==> src/design/tmps_pkg.sv <==
// ----------------------------------------------------------------------------
// tmps_pkg
// Shared widths, constants and control types of the triangle path-sum block.
// ----------------------------------------------------------------------------
`default_nettype none

package tmps_pkg;

  localparam int ValW        = 16;
  localparam int SumW        = 25;
  localparam int RowCntW     = 10;
  localparam int MaxRowsDef  = 512;

  localparam logic signed [SumW-1:0] SumMin = {1'b1, {(SumW-1){1'b0}}};

  typedef struct packed {
    logic rd_en;
    logic advance;
    logic has_left;
    logic has_above;
    logic last_row;
    logic emit;
  } ctrl_t;

endpackage

`default_nettype wire

==> src/design/tmps_ctrl.sv <==
// ----------------------------------------------------------------------------
// tmps_ctrl
// Sequencer: row and column position, read/update phases, edge flags.
// ----------------------------------------------------------------------------
`default_nettype none

module tmps_ctrl #(
  parameter int MaxRows = 512
) (
  input  wire logic                          clk_i,
  input  wire logic                          rst_ni,
  input  wire logic [tmps_pkg::RowCntW-1:0]  row_count_i,
  input  wire logic                          in_valid_i,
  input  wire logic                          out_busy_i,
  output logic                               in_ready_o,
  output logic [$clog2(MaxRows)-1:0]         addr_o,
  output tmps_pkg::ctrl_t                    ctrl_o
);

  import tmps_pkg::*;

  localparam int CW   = $clog2(MaxRows + 1);
  localparam int AW   = $clog2(MaxRows);
  localparam int CmpW = (CW > RowCntW) ? CW : RowCntW;

  typedef enum logic [1:0] {
    StIdle = 2'b01,
    StCalc = 2'b10
  } state_e;

  state_e        state_q, state_d;
  logic [CW-1:0] row_q, row_d;
  logic [CW-1:0] col_q, col_d;

  logic [CmpW-1:0] rc_ext;
  logic [CmpW-1:0] rows;
  logic            row_end;
  logic            last_row;
  logic            emit;
  logic            advance;
  logic            accept;

  always_comb begin
    rc_ext = CmpW'(row_count_i);
    if (rc_ext == '0) begin
      rows = CmpW'(1);
    end else if (rc_ext > CmpW'(MaxRows)) begin
      rows = CmpW'(MaxRows);
    end else begin
      rows = rc_ext;
    end
  end

  assign row_end  = (col_q >= row_q);
  assign last_row = (CmpW'(row_q) >= rows);
  assign emit     = row_end && last_row;
  assign addr_o   = AW'(col_q - CW'(1));

  always_comb begin
    in_ready_o = 1'b0;
    advance    = 1'b0;
    state_d    = state_q;
    unique case (state_q)
      StIdle: begin
        in_ready_o = 1'b1;
        if (in_valid_i) begin
          state_d = StCalc;
        end
      end
      StCalc: begin
        if (!(emit && out_busy_i)) begin
          advance = 1'b1;
          state_d = StIdle;
        end
      end
      default: begin
        state_d = StIdle;
      end
    endcase
  end

  assign accept = in_valid_i && in_ready_o;

  always_comb begin
    row_d = row_q;
    col_d = col_q;
    if (advance) begin
      if (row_end) begin
        col_d = CW'(1);
        row_d = last_row ? CW'(1) : row_q + CW'(1);
      end else begin
        col_d = col_q + CW'(1);
      end
    end
  end

  always_ff @(posedge clk_i or negedge rst_ni) begin
    if (!rst_ni) begin
      state_q <= StIdle;
      row_q   <= CW'(1);
      col_q   <= CW'(1);
    end else begin
      state_q <= state_d;
      row_q   <= row_d;
      col_q   <= col_d;
    end
  end

  assign ctrl_o.rd_en     = accept;
  assign ctrl_o.advance   = advance;
  assign ctrl_o.has_left  = (col_q > CW'(1));
  assign ctrl_o.has_above = (col_q < row_q);
  assign ctrl_o.last_row  = last_row;
  assign ctrl_o.emit      = emit;

endmodule

`default_nettype wire

==> config.mk <==
export PLATFORM = sky130hd
export DESIGN_NAME = tmps_ctrl
export DESIGN_NICKNAME = d
export VERILOG_FILES = /design/src/design/tmps_pkg.sv /design/src/design/tmps_ctrl.sv
export SDC_FILE = /design/constraint.sdc
export NUM_CORES = 1
export LEC_CHECK = 0
export ABC_CLOCK_PERIOD_IN_PS = 5850
export BUFFER_PORTS_ARGS = -buffer_cell sky130_fd_sc_hd__buf_4
export CORE_UTILIZATION = 61
export CTS_CLUSTER_DIAMETER = 30
export DETAILED_ROUTE_END_ITERATION = 8
export PLACE_DENSITY = 0.85
export SYNTH_ARGS = -nofsm -noshare
export SYNTH_HDL_FRONTEND = slang
export SYNTH_SLANG_ARGS = --single-unit
==> constraint.sdc <==
create_clock -name clk_i -period 5.85 [get_ports clk_i]
set_input_delay 1.17 -clock clk_i [delete_from_list [all_inputs] [get_ports clk_i]]
set_output_delay 1.17 -clock clk_i [all_outputs]
set_load 0.01 [all_outputs]
==> Yosys cells after proc, flatten, opt, wreduce, memory -nomap -nowiden <==
Cells that the tools add are included.
{ "classes": {"order_cmp": 5, "eq_ne": 4, "n_addsub": 3, "muxes": 10, "n_reduce_logical": 6} }
{ "ops": {"columns": ["op", "count"], "rows": [
  ["10-bit 2-to-1 mux", 4],
  ["10-bit by 1-bit adder with 10-bit output, second input constant", 2],
  ["10-bit >= comparator", 2],
  ["10-bit by 1-bit > comparator with 1-bit output, second input constant", 1],
  ["10-bit > comparator, second input constant", 1],
  ["10-bit logical NOT", 1],
  ["10-bit less-than comparator", 1],
  ["9-bit by 1-bit subtractor with 9-bit output, second input constant", 1],
  ["2-bit 2-to-1 mux", 2],
  ["2-bit != test, second input constant", 2],
  ["2-bit case mux with 2 select lines", 1],
  ["2-bit AND reduction", 2],
  ["1-bit logical AND", 3],
  ["1-bit 2-to-1 mux", 3],
  ["2-bit by 1-bit equality test with 1-bit output, second input constant", 1],
  ["2-bit equality test, second input constant", 1]
]} }
{ "totals": {"elab_cells": 31, "register_bits": 22} }

==> Depth between registers and ports, before layout <==
Gate-level depths: netlist (run 1).
{ "logic_depth": {"depth_word": 9, "mapped_depth": 12, "depth_no_buf": 12} }

==> Worst setup path before layout (run 1) <==
No wires, ideal clock.
{ "synth_path": {"kind": "input -> output", "startpoint": "input row_count_i[9] (netlist name)", "endpoint": "output ctrl_o[4] (netlist name)", "t_required_ns": 4.680, "path_buffers": 1, "arrival_ns": 3.045, "path_stages": 11, "setup_slack_ns": 1.635, "cell_sequence": "clkinv_1 nand2_1 ha_1 a211oi_1 nor2_1 or3_1 nor2_4 inv_1 a31o_4 inv_2 buf_4"} }
{ "synth_via": {"elab_chain_len": 8, "elab_cells_between_ends": 9, "classes_between": "2 x order compare; 4 x mux; 3 x reduce/logical"} }
{ "synth_lines": {"columns": ["item", "line_no", "text"], "rows": [
  ["start: declaration", "tmps_ctrl.sv:12", "input wire logic [tmps_pkg::RowCntW-1:0] row_count_i,"],
  ["10-bit > comparator", "tmps_ctrl.sv:47", "end else if (rc_ext > CmpW'(MaxRows)) begin"],
  ["10-bit 2-to-1 mux", "tmps_ctrl.sv:47", null],
  ["10-bit 2-to-1 mux (*)", "tmps_ctrl.sv:45", "if (rc_ext == '0) begin"],
  ["10-bit >= comparator (*)", "tmps_ctrl.sv:55", "assign last_row = (CmpW'(row_q) >= rows);"],
  ["via last_row", "tmps_ctrl.sv:38", "logic last_row;"],
  ["1-bit logical AND (*)", "tmps_ctrl.sv:56", "assign emit = row_end && last_row;"],
  ["1-bit logical AND (*)", "tmps_ctrl.sv:71", "if (!(emit && out_busy_i)) begin"],
  ["1-bit 2-to-1 mux (*)", "tmps_ctrl.sv:71", null],
  ["1-bit 2-to-1 mux (*)", "tmps_ctrl.sv:63", "unique case (state_q)"],
  ["end: declaration", "tmps_ctrl.sv:17", "output tmps_pkg::ctrl_t ctrl_o"]
]} }
The timed path passes the listed nets; every way through them passes the cells marked *.

==> results of run 1 <==
-- routing by layer --
metal | part of all wire (%) | up-vias | routed length (um)
li1 | - | 848 | -
met1 | 46 | 796 | 1990
met2 | 49 | 45 | 2110
met3 | 3.1 | 7 | 132
met4 | 1.6 | 0 | 69
met5 | 0 | - | 0
-- final timing paths --
kind / startpoint / end / slack, ns / cells past startpoint
max reg2reg: row_q[5] / col_q[1] / 3.19 / 9
min reg2reg: row_q[0] / row_q[0] / 0.54 / 1
min: row_q[0] / row_q[0] / 0.54 / 1
max: row_count_i[9] / ctrl_o[4] / 1.29 / 12
max in group asynchronous: rst_ni / col_q[0] / 4.86 / 1
min in group asynchronous: rst_ni / row_q[3] / 0.71 / 1
-- registers in the layout (all words and copies together) (netlist names) --
name     cells
col_q       10
row_q       10
state_q      2
-- final cells by class --
class                           instances  share of cell area, %
Multi-Input combinational cell        167                   56.3
Sequential cell                        22                   25.3
Timing Repair Buffer                   29                   9.93
Inverter                               21                   3.59
Tap cell                               44                   2.51
Clock inverter                          1                   1.37
Clock buffer                            3                   1.03
-- kinds of logic (layout without fill, tap and decap cells) --
| group | Yosys count | in the layout |
|---|---|---|
| buf+inv | 32 | 54 |
| flops | 22 | 22 |
| compound gates | 46 | 46 |
| fa+ha+maj | 24 | 24 |
| xor+xnor | 7 | 7 |
| mux | 4 | 4 |
| simple gates | 86 | 86 |
-- synth_stat cells (3+ instances only) --
master | count | area [um2]
ha_1 | 24 | 300
dfrtp_1 | 19 | 475
inv_1 | 19 | 71.3
nor2_1 | 18 | 67.6
nand2_1 | 14 | 52.6
nor3_1 | 13 | 65.1
nand3_1 | 11 | 55.1
a21oi_1 | 7 | 35.0
a221o_1 | 7 | 70.1
clkbuf_1 | 6 | 22.5
o2bb2ai_1 | 6 | 52.6
a211oi_1 | 5 | 37.5
and3_1 | 5 | 31.3
buf_4 | 4 | 30.0
nand4_1 | 4 | 25.0
o21ai_0 | 4 | 20.0
xor2_1 | 4 | 35.0
a21oi_2 | 3 | 26.3
and2_1 | 3 | 18.8
dfstp_2 | 3 | 78.8
mux2i_1 | 3 | 30.0
nand2b_1 | 3 | 18.8
nor2b_1 | 3 | 18.8
nor4_1 | 3 | 18.8
xnor2_1 | 3 | 26.3
-- cell usage in the layout, fill, tap and decap left out, drive strengths merged, types with 5 or more instances in the layout --
master    n
a211oi    5
a21oi    10
a221o     7
and3      5
buf      29
dfrtp    19
ha       24
inv      20
nand2    16
nand3    11
nor2     19
nor3     13
o21ai     6
o2bb2ai   6
-- per-stage QoR --
stage / utilization [%] / cell area, um2
after CTS: 72.4 / 2190
final: 72.4 / 2190
after global placement: 70.7 / 2140
after floorplan: - / 1930
after global routing: 72.4 / 2190
after detailed placement: 70.7 / 2140
-- power breakdown --
group	switching [W]	internal, W	total, W	leakage, nW
clock	0.0000494	0.0000693	0.000119	0.0279
combinational	0.000315	0.000250	0.000564	0.744
sequential	0.0000895	0.000204	0.000293	0.219
total	0.000454	0.000523	0.000976	0.991
==> metrics.txt, run 1 <==
Hold Crit Class reg -> reg; Setup WS post-layout 1.29 ns; hpwl dp 3330 um; Die Span Y 58.3 um; final critical-path share of the clock period 77.9%; max frequency 219 MHz; Setup TNS Final 0 ns; H-tree levels 1; GRT busiest layer met2; Cell Area, Synth 1930 um2; total wire length 4290 um; register area 554 um2; placed cell count 283; worst-path cell chain buf_4, clkinv_1, nand2_1, ha_1, a211oi_1, nor2_1, or3_1, nor2_4, inv_1, a31o_4, inv_2, buf_4; met2 track demand over resource 48.4%; Area Growth Syn to Fin 13.5%; synthesized net count 259; GRT Total Usage 27.8%; Antenna Cells 0; final number of max-transition violations 0; Max Cap Viol 0; first-pass GRT wire length 7200 um; via count 1696; drt first pass iters 6; Post-synth ARST share 100%; root buffer cell clkbuf_4; Crit Path Max Fanout 9; fin cells 287; Final Power 0.000976 W; main combinational cell family by area after synthesis simple AND/OR/NAND/NOR gates; highest-delay cell along the critical path or3_1; register area share after synthesis 28.7%; number of synthesized register bits 22; CP Capture Type primary output; compound-gate portion of the synthesized area 20.0%; Slew @ Worst Pin 0.534 ns; met3 usage in global routing 2.01%; LEAKAGE 0.991 nW; starting DRC count in detailed routing 68; Synth cell types 49; port buffer count 29; Hold Violations, Final 0; Syn Inst Count 221; post-synthesis mux area share 2.14%; clk_lat worst skew 0.32 ns; maximum VDD drop 0.000282 V; largest net degree at the start of global routing 23; gp weighted congestion 0.849; num rows 20; Post-Synth Adder-Cell Area 15.5%; post-CTS sizing 0; Post-Synth XOR/XNOR Area 3.17%; nets 282; Clk pin slew, worst setup/hold paths 0.13 ns; drt drc 1; failing checks design-rule violations; clock tree skew after final layout 0.00624 ns; Worst Path Required 4.68 ns; Congestion Overflow GR 0; syn_area_per_cell 8.74 um2; core area 3030 um2; share of cells above drive strength 1 21.8%; Critical Setup Path Class in -> out; FILL cells 237; Finish-stage setup viols 0; CTS tree built; Rel. slew slack 64.4%; CTS Sinks 22; Startpoint Class input port; num ports 30; status complete, but fails checks; Top cell by count, worst path buf_4; Pwr Density 445 nW/um2; CP Buf/Inv Count 5; grt met1 use 34.8%; Max clock buf depth 2; Simple-Gate Fraction of Synth Area 23.1%; final worst path period need 4.56 ns; Hold WS 0.538 ns; CTS Hold Bufs 0; RSZ-0062 raised after global routing no; yosys warns 0; EDFF count, synth 0; CTS buffer count 3; Chip Width 58.3 um; Routed Antenna Nets 0; multi-input logic area 1230 um2; CP top delay family simple AND/OR/NAND/NOR gates; vias in the first global route 1600; average via count per standard cell 5.91; die area 3400 um2; dpl ws 1.29 ns; initial antenna violation count 0; top_reg_cell synth dfrtp_1; starting density of the core 63.8%; Arr. time, crit path 3.39 ns; setup bufs post-CTS 0; routed length per instance 15.0 um; crit-path max cell delay 0.40 ns
(Power assumes the default switching activity.)
==> run 2: changes to the inputs <==
--- a/config.mk
+++ b/config.mk
@@ -5,12 +5,12 @@
 export SDC_FILE = /design/constraint.sdc
 export NUM_CORES = 1
 export LEC_CHECK = 0
-export ABC_CLOCK_PERIOD_IN_PS = 5850
+export ABC_CLOCK_PERIOD_IN_PS = 4100
 export BUFFER_PORTS_ARGS = -buffer_cell sky130_fd_sc_hd__buf_4
-export CORE_UTILIZATION = 61
+export CORE_UTILIZATION = 52
 export CTS_CLUSTER_DIAMETER = 30
 export DETAILED_ROUTE_END_ITERATION = 8
-export PLACE_DENSITY = 0.85
+export PLACE_DENSITY = 0.77
 export SYNTH_ARGS = -nofsm -noshare
 export SYNTH_HDL_FRONTEND = slang
 export SYNTH_SLANG_ARGS = --single-unit
==> constraint.sdc (replaced) <==
create_clock -name clk_i -period 4.1 [get_ports clk_i]
set_input_delay 0.82 -clock clk_i [delete_from_list [all_inputs] [get_ports clk_i]]
set_output_delay 0.82 -clock clk_i [all_outputs]
set_load 0.01 [all_outputs]
==> metrics.txt, run 2 (synthesis gave the netlist of run 1 again) <==
num ports 30; GRT Total Usage 23.7%; Rel. slew slack 61.5%; hpwl dp 3280 um; CTS buffer count 3; port buffer count 29; Final Power 0.00137 W; initial antenna violation count 0; gp weighted congestion 0.928; status complete, no violations; CTS tree built; Worst Path Required 3.28 ns; drt first pass iters 4; Clk pin slew, worst setup/hold paths 0.08 ns; Antenna Cells 0; final critical-path share of the clock period 94.9%; Slew @ Worst Pin 0.578 ns; Hold Violations, Final 0; Pwr Density 622 nW/um2; CP Capture Type primary output; H-tree levels 1; Setup TNS Final 0 ns; Arr. time, crit path 3.07 ns; LEAKAGE 0.986 nW; drt drc 0; die area 3960 um2; clk_lat worst skew 0.26 ns; average via count per standard cell 5.84; vias in the first global route 1591; Critical Setup Path Class in -> out; final number of max-transition violations 0; maximum VDD drop 0.000316 V; routed length per instance 14.8 um; CTS Sinks 22; Congestion Overflow GR 0; starting density of the core 56.1%; post-layout util 63.8%; Hold Crit Class in -> async; starting DRC count in detailed routing 100; Area Growth Syn to Fin 13.6%; Largest regs col_q: 10 flops, row_q: 10 flops, state_q: 2 flops; RSZ-0062 raised after global routing no; max frequency 257 MHz; first-pass GRT wire length 7430 um; Finish-stage setup viols 0; via count 1688; Crit Path Max Fanout 9; total wire length 4280 um; num rows 21; Startpoint Class input port; share of cells above drive strength 1 21.8%; final worst path period need 3.89 ns; Chip Width 63.0 um; core area 3440 um2; most common cell after layout, fill and taps aside buf_4; nets 282; Routed Antenna Nets 0; commonest non-fill, non-tap cells in the layout 29 x buf_4, 24 x ha_1, 19 x inv_1, 19 x dfrtp_1, 18 x nor2_1; CTS Hold Bufs 0; Die Span Y 63.0 um; Max clock buf depth 2; Max Cap Viol 0; root buffer cell clkbuf_8; largest net degree at the start of global routing 23; FILL cells 305; clock tree skew after final layout 0.00788 ns
==> run 2: cell types whose count changed in the layout (fill, tap and decap cells not counted) <==
| cell | previous run | this run |
|---|---|---|
| clkbuf_4 | 3 | 0 |
| bufinv_16 | 1 | 0 |
| nor4_1 | 3 | 2 |
| clkbuf_1 | 0 | 1 |
| nor4_2 | 0 | 1 |
| clkbuf_8 | 0 | 3 |
==> run 2: what timing repair did <==
action                     CTS  global route
setup endpoints to repair    0             1
buffers inserted             0             0
resized for setup            0             1
==> run 2: layout make-up <==
| type | count | area, um2 | share of cell area [%] |
|---|---|---|---|
| inverter | 21 | 78.8 | 3.59 |
| clock buffer | 4 | 45.0 | 2.05 |
| sequential | 22 | 554 | 25.3 |
| tap | 46 | 57.6 | 2.62 |
| timing repair buffer | 29 | 218 | 9.92 |
| multi-input combinational | 167 | 1240 | 56.6 |
==> run 2: through the flow <==
step	setup WS, ns	instance area (um2)	hold WS, ns	instances
4_1_cts	0.251	2190	0.441	289
5_1_grt	0.0236	2190	0.448	289
6_report	0.207	2190	0.435	289
2_1_floorplan	0.585	1930	0.485	221
3_3_place_gp	0.334	2140	0.519	285
3_5_place_dp	0.273	2140	0.528	285
==> run 2: worst max-delay path: stages <==
cell      delay, ns
buf_4          0.09
clkinv_1       0.19
nand2_1        0.14
ha_1           0.25
a211oi_1       0.23
nor2_1         0.06
or3_1          0.40
nor2_4         0.22
inv_1          0.15
a31o_4         0.30
inv_2          0.10
buf_4          0.12
==> run 2: final timing paths <==
check	depth (start not counted)	end	slack, ns	startpoint
max in group asynchronous	1	col_q[0]	3.38	rst_ni
hold / removal	1	row_q[7]	0.44	rst_ni
min in group clk_i	1	row_q[0]	0.53	row_q[0]
setup reg to reg	9	col_q[1]	1.48	row_q[5]
setup / recovery	12	ctrl_o[4]	0.21	row_count_i[9]
hold reg to reg	1	row_q[0]	0.53	row_q[0]
==> run 2: where the power goes <==
part           total [W]  switching [W]  internal [W]
registers       0.000417       0.000126      0.000291
logic           0.000814       0.000456      0.000358
clock network   0.000135      0.0000656     0.0000692
==> run 2: per-layer routing <==
| metal | vias up | wire (um) | track usage, % |
|---|---|---|---|
| met3 | 4 | 257 | 3.83 |
| met2 | 54 | 1970 | 36.7 |
| met4 | 0 | 19 | 4.65 |
| met5 | - | 0 | 0 |
| li1 | 848 | - | - |
| met1 | 782 | 2030 | 34.6 |
